<file path="config.mk">
export PLATFORM = sky130hd
export DESIGN_NAME = bmp_mulmod
export DESIGN_NICKNAME = d
export VERILOG_FILES = /design/src/rtl/binomial_mod_prime_assert.svh /design/src/rtl/bmp_pkg.sv /design/src/rtl/bmp_mulmod.sv
export SDC_FILE = /design/constraint.sdc
export NUM_CORES = 2
export LEC_CHECK = 0
export ABC_AREA = 1
export BUFFER_PORTS_ARGS = -buffer_cell sky130_fd_sc_hd__buf_2
export CORE_UTILIZATION = 45
export DETAILED_ROUTE_END_ITERATION = 8
export SLEW_MARGIN = 5
export SYNTH_ARGS = -nofsm -noshare
export SYNTH_HDL_FRONTEND = slang
export SYNTH_SLANG_ARGS = --single-unit
</file>
<file path="constraint.sdc">
create_clock -name clk -period 10.6 [get_ports clk]
set_input_delay 2.12 -clock clk [delete_from_list [all_inputs] [get_ports clk]]
set_output_delay 2.12 -clock clk [all_outputs]
set_load 0.02 [all_outputs]
</file>
<file path="src/rtl/binomial_mod_prime_assert.svh">
// Assertion shorthands used by binomial_mod_prime. Each expects clk and arst_n in scope.
`ifndef BINOMIAL_MOD_PRIME_ASSERT_SVH
`define BINOMIAL_MOD_PRIME_ASSERT_SVH

// Same-cycle implication.
`define BMP_ASSERT_IMP(label, ante, cons, msg) \
	label: assert property (@(posedge clk) disable iff (!arst_n) (ante) |-> (cons)) \
		else $error(msg);

// Next-cycle implication.
`define BMP_ASSERT_NXT(label, ante, cons, msg) \
	label: assert property (@(posedge clk) disable iff (!arst_n) (ante) |=> (cons)) \
		else $error(msg);

`endif

</file>
<file path="src/rtl/bmp_pkg.sv">
package bmp_pkg;

	// Modulus and operand width.
	localparam int MW = 30;
	localparam logic [MW-1:0] PRIME = 30'd1000000007;

	// Barrett constant floor(2^61 / PRIME).
	localparam logic [31:0] BARRETT_MU = 32'd2305842993;

	// Latency of the modular multiplier in cycles.
	localparam int ML = 4;
	localparam int CW = $clog2(ML + 1);

	// Fermat exponent PRIME-2 is walked bit by bit, low bit first.
	localparam logic [MW-1:0] POW_EXP = PRIME - 30'd2;
	localparam int EXP_ROUNDS = 30;
	localparam int RW = $clog2(EXP_ROUNDS);

	localparam int TABLE_DEPTH_DEF = 4096;

	// Start-up sequencer states.
	typedef enum logic [2:0] {
		S_INIT,
		S_FACT,
		S_POW_M,
		S_POW_S,
		S_INV_TOP,
		S_INV,
		S_DONE
	} seq_state_t;

endpackage

</file>
<file path="src/rtl/bmp_mulmod.sv">
module bmp_mulmod
	import bmp_pkg::*;
	(
	input  logic          clk,
	input  logic          en,
	input  logic [MW-1:0] a,
	input  logic [MW-1:0] b,
	output logic [MW-1:0] res
	);

	logic [2*MW-1:0] prod_s1;
	logic [62:0]     tm_s2;
	logic [31:0]     x_s2;
	logic [31:0]     qp_s3;
	logic [31:0]     x_s3;
	logic [MW-1:0]   res_s4;
	logic [31:0]     r;
	logic [31:0]     p1;
	logic [31:0]     p2;

	// Final correction: the Barrett estimate leaves a remainder below three times the prime.
	always_comb begin
		r = x_s3 - qp_s3;
		p1 = 32'(PRIME);
		p2 = 32'(PRIME) << 1;
	end

	always_ff @(posedge clk) begin
		if (en) begin
			// Full product.
			prod_s1 <= (2*MW)'(a) * (2*MW)'(b);
			// Quotient estimate from the top bits of the product.
			tm_s2 <= 63'(prod_s1[2*MW-1:29]) * 63'(BARRETT_MU);
			x_s2 <= prod_s1[31:0];
			// Quotient times prime; only the low word matters for the remainder.
			qp_s3 <= 32'(tm_s2[62:32]) * 32'(PRIME);
			x_s3 <= x_s2;
			if (r >= p2) begin
				res_s4 <= MW'(r - p2);
			end else if (r >= p1) begin
				res_s4 <= MW'(r - p1);
			end else begin
				res_s4 <= MW'(r);
			end
		end
	end

	assign res = res_s4;

endmodule

</file>
==> impl_metrics.py <==
metrics = {
    "logic_synthesis": {
        "synthXorXnorAreaFrac_pct": 2.39,
        "synth-adder-area-share_pct": 54.5,
        "synth_top_family_by_area": "adder cells",
        "synth_cell_types": 49,
        "synth_cells": 7743,
        "synth_compound_area_share_pct": 3.94,
        "seq_area_frac_synth_pct": 10.1,
        "yosys_warnings": 0,
        "yosys.area_share.simple_pct": 14.3,
        "muxShareOfSynthArea_pct": 0,
        "ys_ff_latch": 217,
        "avgSynthCellArea_sq_um": 8.33,
        "synthFlopType": "edfxtp_1",
        "async_flop_share_pct": 0,
        "syn-cell-area_sq_mm": 0.0645,
        "synth_edf_count": 217,
        "syn_nets": 9872,
    },
    "drt": {
        "drt-pass1-iter-count": 6,
        "wl_met1_mm": 80.6,
        "wl_met2_mm": 86.4,
        "wire_per_inst_microns": 18.9,
        "final_antenna_net_count": 0,
        "via_count": 48500,
        "wl_mm": 182,
        "drc": 0,
        "wl_met3_mm": 11.0,
        "vias_per_cell": 5.04,
        "top_layer_used": "met4",
        "drt-initial-drc-count": 3367,
    },
    "worst_setup_path": {
        "end_kind": "register",
        "critPathMaxStageDelay_ns": 0.60,
        "cp.required_ns": 10.93,
        "critPathTopFamily": "adder cells",
        "cpMaxStageDelayCell": "fa_1",
        "cp-start-kind": "input pin",
        "criticalPathCategory": "input pin to register",
        "path_buf_inv": 5,
        "cp_max_fo": 18,
        "critical_path_arrival_ns": 9.69,
        "crit_top_cell": "fa_1",
        "critPathLaunch": "b[6]",
        "r2r_start": "prod_s1[42]$_DFFE_PP_",
    },
    "floorplan": {
        "dieHeight_microns": 381,
        "core_area_sq_mm": 0.142,
        "start_util_pct": 45.5,
        "row_count": 138,
        "ios": 92,
        "die_area_sq_mm": 0.145,
        "die_width_microns": 381,
    },
    "layout": {
        "multiInputGateArea_sq_mm": 0.0485,
        "instances_no_fill": 9635,
        "drive_gt1_share_pct": 3.23,
        "mostFrequentLayoutCell": "inv_1",
        "final-seq-area_sq_mm": 0.00652,
        "fin_nets": 9853,
        "layout_common_cells": "inv_1, nand2_1, fa_1",
        "syn_to_final_growth_pct": 5.30,
        "diodes": 0,
        "fill_cells": 14000,
    },
    "sta": {
        "relSlewSlack_pct": 38.9,
        "max_freq_mhz": 107,
        "hold_violations": 0,
        "report.final.slew_viol_count": 0,
        "holdWs_ns": 0.403,
        "final.setup.tns_ns": 0,
        "clock_skew_ns": 0.0459,
        "worst_pin_slew_ns": 0.916,
        "min_period_over_period_pct": 88.2,
        "setup_viol": 0,
        "rsz0062_at_grt": "false",
        "min_period_ns": 9.35,
        "fin_ws_ns": 1.25,
    },
    "cts": {
        "cts_made_buffers": 27,
        "clock-root-buffer": "clkbuf_16",
        "clock_sinks": 217,
        "post_cts_buffers": 0,
        "cts_tree": "built",
        "clockBufferDepth": 3,
        "cts_max_level": 1,
        "cts_hold_buf": 0,
        "clk_pin_slew_ns": 0.08,
        "clk_latency_ns": 0.59,
        "postCtsResizedCells": 0,
    },
    "grt": {
        "grt_pass1_wl_mm": 289,
        "grt_pass1_vias": 51100,
        "antenna_found_initial": 0,
        "grt_usage_pct": 25.6,
        "grt_start_max_net_pins": 150,
        "grt_remaining_overflow": 0,
    },
    "placed_design": {
        "globalplace.congestion": 0.966,
        "place_inst": 9585,
        "dpl_worst_slack_ns": 0.734,
        "port-buffer-count": 91,
        "hpwl_mm": 154,
    },
    "outcome": {
        "outcome": "completed",
    },
    "min_path": {
        "hp-start": "x_s2[17]$_DFFE_PP_",
        "hp-class": "register to register",
    },
    "run": {
        "maxCapViolations": 0,
    },
}
sequential cells by signal, indices dropped and copies added (netlist names):
| name | cells |
|---|---|
| tm_s2 | 34 |
| qp_s3 | 32 |
| res | 30 |
| x_s2 | 29 |
| x_s3 | 32 |
| prod_s1 | 60 |
cells by family (layout without fill, tap and decap cells):
group / Yosys count / after routing
XOR/XNOR: 176 / 176
adder cells (fa/ha/maj): 2067 / 2067
buffers and inverters: 2524 / 2526
flip-flops: 217 / 217
AO/OA/AOI/OAI: 458 / 458
AND/OR/NAND/NOR: 2301 / 2301
metal layers:
| metal | vias up | track usage [%] |
|---|---|---|
| met5 | - | 0 |
| li1 | 22600 | - |
| met2 | 1446 | 43.4 |
| met4 | 0 | 5.20 |
| met3 | 211 | 2.54 |
| met1 | 24200 | 35.6 |
cell type report:
type | count | share of cell area (%)
clock inverters | 21 | 0.372
multi-input cells | 5002 | 71.4
clock buffers | 29 | 1.01
repair buffers | 145 | 1.30
inverters | 2331 | 12.9
well taps | 1890 | 3.48
flip-flops and latches | 217 | 9.59
worst paths after layout:
kind | endpoint | slack [ns] | cells after the start
hold / removal | x_s3[17]$_DFFE_PP_ | 0.40 | 0
setup reg to reg | tm_s2[62]$_DFFE_PP_ | 2.77 | 25
hold reg to reg | x_s3[17]$_DFFE_PP_ | 0.40 | 0
setup / recovery | prod_s1[59]$_DFFE_PP_ | 1.25 | 27
Yosys cell counts (8+ instances only):
master	instances	area [sq um]
a21boi_0	8	60.1
a21o_1	22	165
a21oi_1	202	1010
a31oi_1	37	231
clkbuf_1	182	683
edfxtp_1	217	6520
fa_1	1242	24900
ha_1	825	10300
inv_1	2328	8740
nand2_1	1730	6490
nand2_2	25	156
nand3_1	152	761
nand3_2	8	80.1
nand4_1	46	288
nor2_1	278	1040
nor2_2	13	81.3
nor3_1	21	105
nor4_1	9	56.3
o21a_1	12	90.1
o21ai_0	142	711
o21bai_1	9	67.6
xnor2_1	65	569
xor2_1	111	972
metrics by stage:
stage / instance area [sq um] / util (%)
CTS: 67900 / 47.9
global placement: 67000 / 47.2
floorplan: 64500 / -
finish: 67900 / 47.9
detailed placement: 67000 / 47.2
global route: 67900 / 47.9
Power is left out: the tool's default activity adds up to more than one toggle a clock period on the data nets, which glitch-free logic cannot reach.
